$ cat src/sv/csv_field_splitter_macros.svh
// Assertion macros for the CSV field splitter.
// CSVFS_ASSERT is disabled while reset is high; CSVFS_ASSERT_RESET is always checked.
`ifndef CSV_FIELD_SPLITTER_MACROS_SVH
`define CSV_FIELD_SPLITTER_MACROS_SVH
`ifndef SYNTHESIS
`define CSVFS_ASSERT(name, clk, rst, prop, msg) \
   name: assert property (@(posedge clk) disable iff (rst) (prop)) else $error(msg);
`define CSVFS_ASSERT_RESET(name, clk, prop, msg) \
   name: assert property (@(posedge clk) (prop)) else $error(msg);
`else
`define CSVFS_ASSERT(name, clk, rst, prop, msg)
`define CSVFS_ASSERT_RESET(name, clk, prop, msg)
`endif
`endif

$ cat src/sv/csvfs_pkg.sv
package csvfs_pkg;

   // separator window, in bytes (the register holds at most four)
   localparam int SEP_MAX = 4;
   localparam int WIN_W   = 8 * SEP_MAX;

   localparam logic [7:0] NEWLINE_BYTE = 8'h0A;
   localparam logic [1:0] SHORT_ROW    = 2'd2;

   // result kinds
   typedef logic [1:0] kind_type;
   localparam kind_type KIND_FIELD    = 2'd0;
   localparam kind_type KIND_TOO_FEW  = 2'd1;
   localparam kind_type KIND_TOO_MANY = 2'd2;
   localparam kind_type KIND_DONE     = 2'd3;

   // register indexes
   typedef logic [1:0] csr_index_type;
   localparam csr_index_type CSR_SEP_BYTES  = 2'd0;
   localparam csr_index_type CSR_SEP_LENGTH = 2'd1;
   localparam csr_index_type CSR_TRIM       = 2'd2;

   typedef struct packed {
      logic [7:0] data_byte;
      logic       end_of_file;
   } req_type;

   typedef struct packed {
      kind_type    kind;
      logic [31:0] field_offset;
      logic [31:0] field_length;
      logic [15:0] column_index;
      logic [31:0] row_index;
      logic        row_final;
      logic        last_of_run;
   } rsp_type;

endpackage

$ cat src/sv/csv_field_splitter.sv
// Channel | Direction | Payload               | Handshake
// req     | in        | csvfs_pkg::req_type   | req_valid / req_ready
// rsp     | out       | csvfs_pkg::rsp_type   | rsp_valid / rsp_ready
// csr     | in        | index 2b, data 32b    | csr_write_enable, no wait
//
// One byte is taken per clock; each byte is parsed in the cycle it is accepted and its
// zero, one or two results enter a four-entry result queue, drained one per clock while
// rsp_ready is high. req_ready is low while the queue holds more than two results, so a
// sustained run of two-result bytes goes at the output rate of one result per clock.
// Reset is synchronous: parser state, queue pointers and registers return to reset values.
`include "csv_field_splitter_macros.svh"

module csv_field_splitter (
   input  logic                     clock,
   input  logic                     reset,
   input  logic                     req_valid,
   output logic                     req_ready,
   input  csvfs_pkg::req_type       req_data,
   output logic                     rsp_valid,
   input  logic                     rsp_ready,
   output csvfs_pkg::rsp_type       rsp_data,
   input  logic                     csr_write_enable,
   input  csvfs_pkg::csr_index_type csr_index,
   input  logic [31:0]              csr_write_data
);

   localparam int QUEUE_DEPTH = 4;
   localparam int QPTR_W      = $clog2(QUEUE_DEPTH);
   localparam int QCNT_W      = $clog2(QUEUE_DEPTH + 1);

   // configuration
   logic [31:0] sep_bytes_ff;
   logic [2:0]  sep_len_ff;
   logic        trim_ff;

   // parser state
   logic [csvfs_pkg::WIN_W-1:0] recent_ff, recent_in;
   logic [31:0] pos_ff, pos_in;
   logic [31:0] fstart_ff, fstart_in;
   logic [31:0] first_ff, first_in;
   logic [31:0] last_ff, last_in;
   logic        seen_ff, seen_in;
   logic [15:0] col_ff, col_in;
   logic [15:0] expect_ff, expect_in;
   logic [31:0] row_ff, row_in;
   logic [1:0]  rbytes_ff, rbytes_in;
   logic        held_ff, held_in;
   logic        stopped_ff, stopped_in;

   // result queue
   csvfs_pkg::rsp_type  queue_ff [QUEUE_DEPTH];
   logic [QPTR_W-1:0]   wr_ptr_ff, rd_ptr_ff;
   logic [QCNT_W-1:0]   fill_ff, fill_in;

   logic               req_accept;
   logic               rsp_pop;
   logic [1:0]         push_n;
   csvfs_pkg::rsp_type slot0, slot1;

   function automatic logic is_blank(input logic [7:0] c);
      return c == 8'h20 || c == 8'h09 || c == 8'h0A || c == 8'h0B || c == 8'h0C ||
             c == 8'h0D;
   endfunction

   // field result, trimmed when enabled
   function automatic csvfs_pkg::rsp_type field_rsp(
      input logic        trim,
      input logic [31:0] s,
      input logic [31:0] e,
      input logic        sn,
      input logic [31:0] f,
      input logic [31:0] l,
      input logic [15:0] col,
      input logic [31:0] row,
      input logic        fin
   );
      csvfs_pkg::rsp_type r;
      r.kind         = csvfs_pkg::KIND_FIELD;
      r.field_offset = s;
      r.field_length = e - s;
      if (trim) begin
         r.field_offset = sn ? f : e;
         r.field_length = sn ? (l - f + 32'd1) : 32'd0;
      end
      r.column_index = col;
      r.row_index    = row;
      r.row_final    = fin;
      r.last_of_run  = 1'b0;
      return r;
   endfunction

   function automatic csvfs_pkg::rsp_type ctl_rsp(
      input csvfs_pkg::kind_type k,
      input logic [31:0]         row
   );
      csvfs_pkg::rsp_type r;
      r              = '0;
      r.kind         = k;
      r.row_index    = row;
      return r;
   endfunction

   assign req_ready  = fill_ff <= QCNT_W'(QUEUE_DEPTH - 2);
   assign req_accept = req_valid && req_ready;
   assign rsp_valid  = fill_ff != '0;
   assign rsp_pop    = rsp_valid && rsp_ready;
   assign rsp_data   = queue_ff[rd_ptr_ff];

   // single-pass byte parser
   always_comb begin
      logic [2:0]                  sep_len;
      logic [1:0]                  lm1;
      logic [1:0]                  sidx;
      logic [31:0]                 field_span;
      logic [csvfs_pkg::WIN_W-1:0] win_new;
      logic                        nl, eof;
      logic                        lv;
      logic [31:0]                 lpos;
      logic                        seen_a, seen_c;
      logic [31:0]                 first_a, last_a, first_c, last_c;
      logic                        hit, at_limit, hv, held_b;
      logic [15:0]                 limit, col_b;
      logic [16:0]                 col_inc;
      logic [31:0]                 fs_b, e_row, cnt, qpos;
      logic                        row_end, short_row, few, row_ok, row_err, dv;
      logic [1:0]                  rb_b, n;
      csvfs_pkg::rsp_type          r_hit, r_row, r_done;

      // clamp separator length to 1..SEP_MAX
      sep_len = sep_len_ff;
      if (sep_len == 3'd0) sep_len = 3'd1;
      if (sep_len > 3'(csvfs_pkg::SEP_MAX)) sep_len = 3'(csvfs_pkg::SEP_MAX);
      lm1 = 2'(sep_len - 3'd1);

      field_span = pos_ff - fstart_ff;
      win_new    = {recent_ff[csvfs_pkg::WIN_W-9:0], req_data.data_byte};
      nl         = req_data.data_byte == csvfs_pkg::NEWLINE_BYTE;
      eof        = req_data.end_of_file;

      // byte leaving the window belongs to the field
      lv      = field_span >= 32'(sep_len);
      lpos    = pos_ff - 32'(sep_len);
      seen_a  = seen_ff;
      first_a = first_ff;
      last_a  = last_ff;
      if (lv && !is_blank(recent_ff[8*lm1 +: 8])) begin
         if (!seen_ff) first_a = lpos;
         seen_a = 1'b1;
         last_a = lpos;
      end

      // separator match, first separator byte against the oldest window byte
      hit = !nl && (field_span >= 32'(lm1));
      for (int i = 0; i < csvfs_pkg::SEP_MAX; i++) begin
         sidx = 2'(lm1 - 2'(i));
         if (3'(i) < sep_len && win_new[8*sidx +: 8] != sep_bytes_ff[8*i +: 8]) hit = 1'b0;
      end

      limit    = (expect_ff != 16'd0) ? expect_ff : 16'hFFFF;
      col_inc  = {1'b0, col_ff} + 17'd1;
      at_limit = col_inc >= {1'b0, limit};
      hv       = hit && !held_ff && !at_limit;
      held_b   = held_ff || (hit && !held_ff && at_limit);
      col_b    = hv ? col_inc[15:0] : col_ff;
      fs_b     = hit ? pos_ff + 32'd1 : fstart_ff;
      r_hit    = field_rsp(trim_ff, fstart_ff, pos_ff - 32'(lm1), seen_a, first_a, last_a,
                           col_ff, row_ff, 1'b0);

      // row end: note the bytes still in the window, oldest first
      row_end = nl || eof;
      e_row   = nl ? pos_ff : pos_ff + 32'd1;
      cnt     = e_row - fs_b;
      seen_c  = hit ? 1'b0 : seen_a;
      first_c = first_a;
      last_c  = last_a;
      for (int k = csvfs_pkg::SEP_MAX - 1; k >= 0; k--) begin
         qpos = pos_ff - 32'(k);
         if (row_end && 3'(k) < sep_len && (qpos - fs_b) < cnt &&
             !is_blank(win_new[8*k +: 8])) begin
            if (!seen_c) first_c = qpos;
            seen_c = 1'b1;
            last_c = qpos;
         end
      end

      // judge the row
      rb_b      = (nl || rbytes_ff >= csvfs_pkg::SHORT_ROW) ? rbytes_ff : rbytes_ff + 2'd1;
      short_row = expect_ff != 16'd0 && rb_b < csvfs_pkg::SHORT_ROW;
      few       = expect_ff != 16'd0 && ({1'b0, col_b} + 17'd1) < {1'b0, expect_ff};
      row_ok    = row_end && !short_row && !held_b && !few;
      row_err   = row_end && !row_ok;
      r_row     = field_rsp(trim_ff, fs_b, e_row, seen_c, first_c, last_c, col_b, row_ff,
                            1'b1);
      if (short_row)   r_row = ctl_rsp(csvfs_pkg::KIND_DONE, row_ff);
      else if (held_b) r_row = ctl_rsp(csvfs_pkg::KIND_TOO_MANY, row_ff);
      else if (few)    r_row = ctl_rsp(csvfs_pkg::KIND_TOO_FEW, row_ff);
      dv     = row_ok && eof && nl;
      r_done = ctl_rsp(csvfs_pkg::KIND_DONE, row_ff + 32'd1);

      // order results: separator field, row result, then done
      n     = 2'(hv) + 2'(row_end) + 2'(dv);
      slot0 = hv ? r_hit : r_row;
      slot1 = hv ? r_row : r_done;
      slot0.last_of_run = n == 2'd1;
      slot1.last_of_run = 1'b1;

      // next state
      recent_in  = recent_ff;
      pos_in     = pos_ff;
      fstart_in  = fstart_ff;
      first_in   = first_ff;
      last_in    = last_ff;
      seen_in    = seen_ff;
      col_in     = col_ff;
      expect_in  = expect_ff;
      row_in     = row_ff;
      rbytes_in  = rbytes_ff;
      held_in    = held_ff;
      stopped_in = stopped_ff;
      push_n     = 2'd0;
      if (req_accept && !stopped_ff) begin
         recent_in  = win_new;
         pos_in     = pos_ff + 32'd1;
         fstart_in  = fs_b;
         first_in   = first_c;
         last_in    = last_c;
         seen_in    = seen_c;
         col_in     = col_b;
         rbytes_in  = rb_b;
         held_in    = held_b;
         stopped_in = eof || row_err;
         push_n     = n;
         if (row_ok) begin
            if (expect_ff == 16'd0) expect_in = col_b + 16'd1;
            row_in    = row_ff + 32'd1;
            col_in    = 16'd0;
            rbytes_in = 2'd0;
            held_in   = 1'b0;
            fstart_in = pos_ff + 32'd1;
            seen_in   = 1'b0;
         end
      end

      fill_in = fill_ff + QCNT_W'(push_n) - QCNT_W'(rsp_pop);
   end

   // control state and configuration
   always_ff @(posedge clock) begin
      if (reset) begin
         sep_bytes_ff <= 32'd44;
         sep_len_ff   <= 3'd1;
         trim_ff      <= 1'b0;
         recent_ff    <= '0;
         pos_ff       <= '0;
         fstart_ff    <= '0;
         first_ff     <= '0;
         last_ff      <= '0;
         seen_ff      <= 1'b0;
         col_ff       <= '0;
         expect_ff    <= '0;
         row_ff       <= '0;
         rbytes_ff    <= '0;
         held_ff      <= 1'b0;
         stopped_ff   <= 1'b0;
         wr_ptr_ff    <= '0;
         rd_ptr_ff    <= '0;
         fill_ff      <= '0;
      end else begin
         if (csr_write_enable) begin
            case (csr_index)
               csvfs_pkg::CSR_SEP_BYTES:  sep_bytes_ff <= csr_write_data;
               csvfs_pkg::CSR_SEP_LENGTH: sep_len_ff   <= csr_write_data[2:0];
               csvfs_pkg::CSR_TRIM:       trim_ff      <= csr_write_data[0];
               default: ;
            endcase
         end
         recent_ff  <= recent_in;
         pos_ff     <= pos_in;
         fstart_ff  <= fstart_in;
         first_ff   <= first_in;
         last_ff    <= last_in;
         seen_ff    <= seen_in;
         col_ff     <= col_in;
         expect_ff  <= expect_in;
         row_ff     <= row_in;
         rbytes_ff  <= rbytes_in;
         held_ff    <= held_in;
         stopped_ff <= stopped_in;
         wr_ptr_ff  <= wr_ptr_ff + QPTR_W'(push_n);
         rd_ptr_ff  <= rd_ptr_ff + QPTR_W'(rsp_pop);
         fill_ff    <= fill_in;
      end
   end

   // result queue payload
   always_ff @(posedge clock) begin
      if (push_n != 2'd0) queue_ff[wr_ptr_ff] <= slot0;
      if (push_n == 2'd2) queue_ff[QPTR_W'(wr_ptr_ff + QPTR_W'(1))] <= slot1;
   end

   `CSVFS_ASSERT(a_fill_bound, clock, reset, fill_ff <= QCNT_W'(QUEUE_DEPTH), "queue overfull")
   `CSVFS_ASSERT(a_eof_stops, clock, reset,
      (req_accept && req_data.end_of_file) |=> stopped_ff, "eof did not stop parsing")
   `CSVFS_ASSERT(a_col_range, clock, reset, col_ff != 16'hFFFF, "column count overflow")
   `CSVFS_ASSERT(a_held_at_limit, clock, reset,
      held_ff |-> (expect_ff == 16'd0 || 17'(col_ff) + 17'd1 == 17'(expect_ff)),
      "row held below its column limit")
   `CSVFS_ASSERT_RESET(a_reset_clear, clock,
      reset |=> (fill_ff == '0 && !stopped_ff), "reset left state behind")

endmodule

$ cat config.mk
export PLATFORM = sky130hd
export DESIGN_NAME = csv_field_splitter
export DESIGN_NICKNAME = d
export VERILOG_FILES = /design/src/sv/csvfs_pkg.sv /design/src/sv/csv_field_splitter.sv
export VERILOG_INCLUDE_DIRS = /design/src /design/src/sv
export SDC_FILE = /design/constraint.sdc
export NUM_CORES = 2
export LEC_CHECK = 0
export ABC_AREA = 1
export BUFFER_PORTS_ARGS = -buffer_cell sky130_fd_sc_hd__buf_4
export CAP_MARGIN = 30
export CORE_MARGIN = 2
export CORE_UTILIZATION = 50
export CTS_BUF_LIST = sky130_fd_sc_hd__clkbuf_8 sky130_fd_sc_hd__clkbuf_16
export DETAILED_ROUTE_END_ITERATION = 10
export HOLD_SLACK_MARGIN = 0.15
export PLACE_DENSITY = 0.63
export SKIP_LAST_GASP = 1
export SYNTH_ARGS = -nofsm -noshare
export SYNTH_HDL_FRONTEND = slang
export SYNTH_SLANG_ARGS = --single-unit
$ cat constraint.sdc
create_clock -name clock -period 23 [get_ports clock]
set_input_delay 6.9 -clock clock [delete_from_list [all_inputs] [get_ports clock]]
set_output_delay 6.9 -clock clock [all_outputs]
set_load 0.01 [all_outputs]
# After elaboration in Yosys (flattened, before gate mapping)
# Memories as Yosys holds them, arrays and structs flattened. A register that Yosys moved wholly into a read port is not among the register bits.
# Index checks and enable logic that the tools add are counted.
# op_classes
eq_ne,38
shift,5
n_reduce_logical,85
n_mux,54
magnitude_cmp,16
add_sub_neg,33
# op_table
op,count
2-to-1 mux 32 bit,22
2-to-1 mux 116 bit,4
subtractor 32 bit,9
== test 8 x 4 -> 1 bit (second input constant),25
indexed part select 32 x 6 -> 8 bit,5
adder 32 x 1 -> 32 bit (second input constant),4
< comparator 32 bit,4
2-to-1 mux 64 bit,2
2-to-1 mux 115 bit,1
subtractor 32 x 2 -> 32 bit (second input constant),2
2-to-1 mux 16 bit,3
== test 8 x 6 -> 1 bit (second input constant),5
adder 16 x 1 -> 17 bit (second input constant),2
>= comparator 32 x 2 -> 1 bit,1
>= comparator 32 x 3 -> 1 bit,1
logical AND 1 bit,32
inequality test 8 bit,4
subtractor 32 x 1 -> 32 bit (second input constant),1
subtractor 32 x 2 -> 32 bit,1
subtractor 32 x 3 -> 32 bit,1
logical OR 1 bit,29
>= comparator 17 x 16 -> 1 bit,1
< comparator 17 x 16 -> 1 bit,1
adder 16 x 1 -> 16 bit (second input constant),1
28 further kinds,70
# totals
wordCells,250
out_inout_bits,118
input_bits,48
ram_bits,464
register_bits,272
n_memories,1
# memory_table
memory,depth,width,read_ports,rd_ports_with_merged_regs,wr,line_no,text
queue_ff,4,116,1,1,2,csv_field_splitter.sv:51,csvfs_pkg::rsp_type queue_ff [QUEUE_DEPTH];

# Longest topological paths before layout
# logic_depth
word_depth,32
ltp_mapped,107
depth_no_buf,103

# Worst setup path after synthesis
# No wires, ideal clock.
# synth_timing
path_type,input port to flip-flop
from,input port req_data[1] (netlist bit)
to,"memory queue_ff[2][81] (netlist bit), data pin"
t_arrival_ps,18332
n_path_buf,3
setup_slack_ps,4415
setup_ps,253
required_ps,22747
stages,88
cell_sequence,inv_1 > nand2_1 > o21ai_2 > nand2_1 > nand3_1 > nand2_1 > nor2_1 > nand3_1 > nor2_1 > nand3_2 > nor2_4 > nand2_2 > buf_6 > clkbuf_1 > o21ai_0 > inv_1 > fa_1 > o21ai_0 > (+52 left out) > o21ai_0 > inv_1 > o21ai_0 > a31oi_1 > o21ai_0 > nand2_1 > nand2_1 > nand2_1 > nand2_1 > nand3_1 > nand2_1 > nand2_1 > nand3_1 > nand2_1 > nand3_1 > nand2_1 > nand2_1 > nand2_1
# synth_rtl
item,line_no,text
from (decl),csv_field_splitter.sv:18,"input csvfs_pkg::req_type req_data,"
to (decl),csv_field_splitter.sv:51,

==> impl_metrics.py <==
metrics = {
    "status": {
        "status": "complete, no violations",
    },
    "setup_path": {
        "reg2reg_depth": 93,
        "timing.rr.end": "queue_ff[3][77]$_DFFE_PP_",
        "critPathArrivalTime_ns": 22.62,
        "cp_max_fo": 23,
        "critPathMostFrequentCell": "nand2_1",
        "crit_path_end_kind": "flop",
        "r2r_setup_slack_ns": 5.11,
        "r2r-start": "pos_ff[0]$_SDFFE_PP0P_",
        "cp_slowest_stage_delay_ns": 0.47,
        "criticalPathCategory": "primary input to flop",
        "critical-path-slowest-cell": "a21boi_0",
        "required_ns": 23.56,
        "start_kind": "primary input",
    },
    "finish": {
        "fill_cells": 12000,
        "syn2layout_area_growth_pct": 8.82,
        "fin_nets": 9511,
        "drive_gt1_share_pct": 6.27,
        "most-common-layout-cells": "2169 x nand2_1, 960 x inv_1, 872 x o21ai_0, 846 x nor2_1, 606 x a21oi_1",
        "layout_commonest_cell": "nand2_1",
    },
    "route": {
        "wl_per_cell_um": 25.4,
        "vias_per_cell": 6.15,
        "drtIter0Drc": 8274,
        "drc": 0,
        "antenna_left": 0,
        "drt_pass1_iterations": 7,
        "wl_um": 271000,
        "dr_total_vias": 65600,
    },
    "clock_tree": {
        "clkLatencyLatePin_ns": 0.74,
        "h-tree-depth": 3,
        "cts_inserted_buffers": 85,
        "clkTransAtPathRegs_ns": 0.06,
        "cts.sinks": 736,
        "hold_buffers": 0,
        "root_buffer": "clkbuf_16",
        "cts_tree": "built",
        "cts_buffer_depth": 3,
        "cts_setup_buffers": 0,
    },
    "timing": {
        "tightest_slew_ns": 1.19,
        "skew_ns": 0.0419,
        "finalCritPeriodShare_pct": 95.9,
        "setup_tns_ns": 0,
        "setup_viol": 0,
        "setup_ws_ns": 0.942,
        "finalHoldViolations": 0,
        "rsz0062_at_grt": "false",
        "maxSlewViolCount": 0,
        "maxSlewHeadroom_pct": 19.8,
        "timing.fmax_mhz": 45.3,
        "period_needed_ns": 22.06,
    },
    "power": {
        "p_comb_share_pct": 73.2,
        "irDropWorstVdd_v": 0.0000915,
        "p_sw_mw": 6.35,
        "clock_power_share_pct": 12.3,
        "p_int_mw": 5.06,
        "power_frac_seq_pct": 14.4,
        "swShare_pct": 55.6,
        "power_density_nw_per_um2": 167,
        "p_leak_nw": 30.2,
    },
    "placed_design": {
        "gp_congestion": 1.12,
        "post-place-ws_ns": 0.637,
        "port_buffers": 165,
        "hpwlAfterDp_um": 198000,
    },
    "floorplan": {
        "start_util_pct": 50.5,
        "pin_count": 166,
        "die_h_um": 358,
        "die_w_um": 358,
        "rows": 129,
        "coreArea_um2": 124000,
        "die_area_um2": 128000,
    },
    "grt": {
        "grtUsageTotal_pct": 41.1,
        "antenna_found_initial": 9,
        "grt_first_pass_wirelength_um": 392000,
        "gr-total-overflow": 0,
        "grt_max_degree": 95,
        "grt_pass1_vias": 59600,
    },
    "run": {
        "max_cap_violations": 0,
    },
    "synthesis": {
        "syn_area_um2": 62600,
        "synthesis.nets": 9577,
        "synthFlopType": "edfxtp_1",
        "synthCells": 9007,
        "synthArstFlopShare_pct": 0,
        "yosysWarningCount": 0,
        "synth.distinct_cells": 72,
        "yosysSeqAreaShare_pct": 30.9,
        "syn_avg_cell_area_um2": 6.96,
        "synth_edf_count": 460,
        "ys_ff_latch": 736,
    },
    "min_path": {
        "hold_end": "recent_ff[28]$_SDFFE_PP0P_",
        "hold_class": "flop to flop",
        "hold_start": "recent_ff[28]$_SDFFE_PP0P_",
        "min_delay_path_depth": 2,
    },
}
## flip-flops by register name, summed over array words and instances, names as in the netlist, 16 cells and up
register	count
pos_ff	32
first_ff	32
expect_ff	16
sep_bytes_ff	32
row_ff	32
fstart_ff	32
queue_ff	464
col_ff	16
recent_ff	32
last_ff	32
## synthesized netlist by cell type (16+ instances only)
cell type,number,area [um2]
clkinv_1,16,60.1
inv_2,23,86.3
o21ai_1,169,846
nor2_1,852,3200
o21ai_0,875,4380
edfxtp_1,460,13800
o221ai_1,28,245
buf_1,45,169
o22ai_1,361,2260
xor2_1,327,2860
o211ai_1,107,803
ha_1,509,6370
clkbuf_1,357,1340
inv_1,944,3540
nand3b_1,17,128
xnor2_1,83,727
a31oi_1,32,200
buf_2,32,160
nor3_1,67,335
a211oi_1,29,218
o21bai_1,23,173
nand3_1,296,1480
nand2_1,2180,8180
nand4_1,62,388
a21oi_1,607,3040
dfxtp_1,276,5530
## area by class of cell
type	count	area, um2	area share, %
Tap cell	1637	2050	3.00
Sequential cell	736	19300	28.4
Timing Repair Buffer	299	2290	3.35
Antenna cell	3	7.51	0.0110
Clock inverter	68	617	0.905
Clock buffer	92	2220	3.26
Multi-Input combinational cell	6834	37900	55.6
Inverter	985	3730	5.47
## stage by stage
| stage | utilization [%] | instance area (um2) | total power, mW | instances | hold WS, ns |
|---|---|---|---|---|---|
| 5_1_grt | 55.0 | 68200 | 12.2 | 10700 | 0.485 |
| 6_report | 55.0 | 68200 | 11.4 | 10700 | 0.469 |
| 3_5_place_dp | 52.7 | 65300 | 9.66 | 10500 | 0.452 |
| 4_1_cts | 55.0 | 68100 | 11.1 | 10600 | 0.462 |
| 3_3_place_gp | 52.6 | 65200 | 9.57 | 10500 | 0.446 |
| 2_1_floorplan | - | 62600 | 7.06 | 9007 | 0.425 |
## layer usage
| layer | part of all wire (%) | up-vias | global-route usage (%) |
|---|---|---|---|
| met5 | 0.017 | - | 0 |
| met4 | 6.2 | 8 | 22.1 |
| met3 | 12 | 761 | 10.7 |
| met2 | 43 | 3745 | 62.4 |
| met1 | 39 | 30700 | 53.4 |
| li1 | - | 30300 | - |
## what timing repair did
item / 4_1_cts / 5_1_grt
endpoints found under the setup margin: 0 / 12
endpoints found under the hold margin: 0 / 0
gates resized for setup: 0 / 5
## power by group through the flow
stage / registers [mW] / logic [mW] / clock network [mW]
after floorplan: 1.62 / 5.44 / 0
after global placement: 1.67 / 7.90 / 0
after detailed placement: 1.67 / 7.99 / 0
after CTS: 1.64 / 8.04 / 1.41
after global routing: 1.66 / 9.10 / 1.46
final: 1.65 / 8.35 / 1.41
## kinds of logic (layout without fill, tap and decap cells)
logic type	Yosys count	count (layout)	synth area share, %
xor gates and xnor gates	410	410	5.73
buffers and inverters	1437	1444	8.84
AOI/OAI and AO/OA	2346	2346	21.0
and+or+nand+nor	3551	3551	22.9
DFF	736	736	30.9
adders and majority gates	523	523	10.6
other	0	3	0
muxes	4	4	0.0639
## how the worst max path moves through the flow
stage / start / to / slack, ns / depth (start not counted)
after floorplan: req_data[1] / queue_ff[2][81]$_DFFE_PP_ / 4.41 / 88
after global placement: req_data[1] / queue_ff[3][81]$_DFFE_PP_ / 0.94 / 91
after detailed placement: req_data[2] / queue_ff[3][77]$_DFFE_PP_ / 0.64 / 86
after CTS: req_data[2] / queue_ff[3][77]$_DFFE_PP_ / 1.37 / 86
after global routing: req_data[2] / queue_ff[0][81]$_DFFE_PP_ / 0.05 / 93
final: req_data[1] / queue_ff[3][77]$_DFFE_PP_ / 0.94 / 89
## critical path, delay by kind of cell
family / cells / cell delay (ns)
AOI/OAI and AO/OA: 27 / 6.95
and+or+nand+nor: 44 / 5.12
buffers and inverters: 13 / 1.89
adders and majority gates: 4 / 1.51
xor gates and xnor gates: 1 / 0.18
Note: power is estimated with default switching activity, not from simulation.
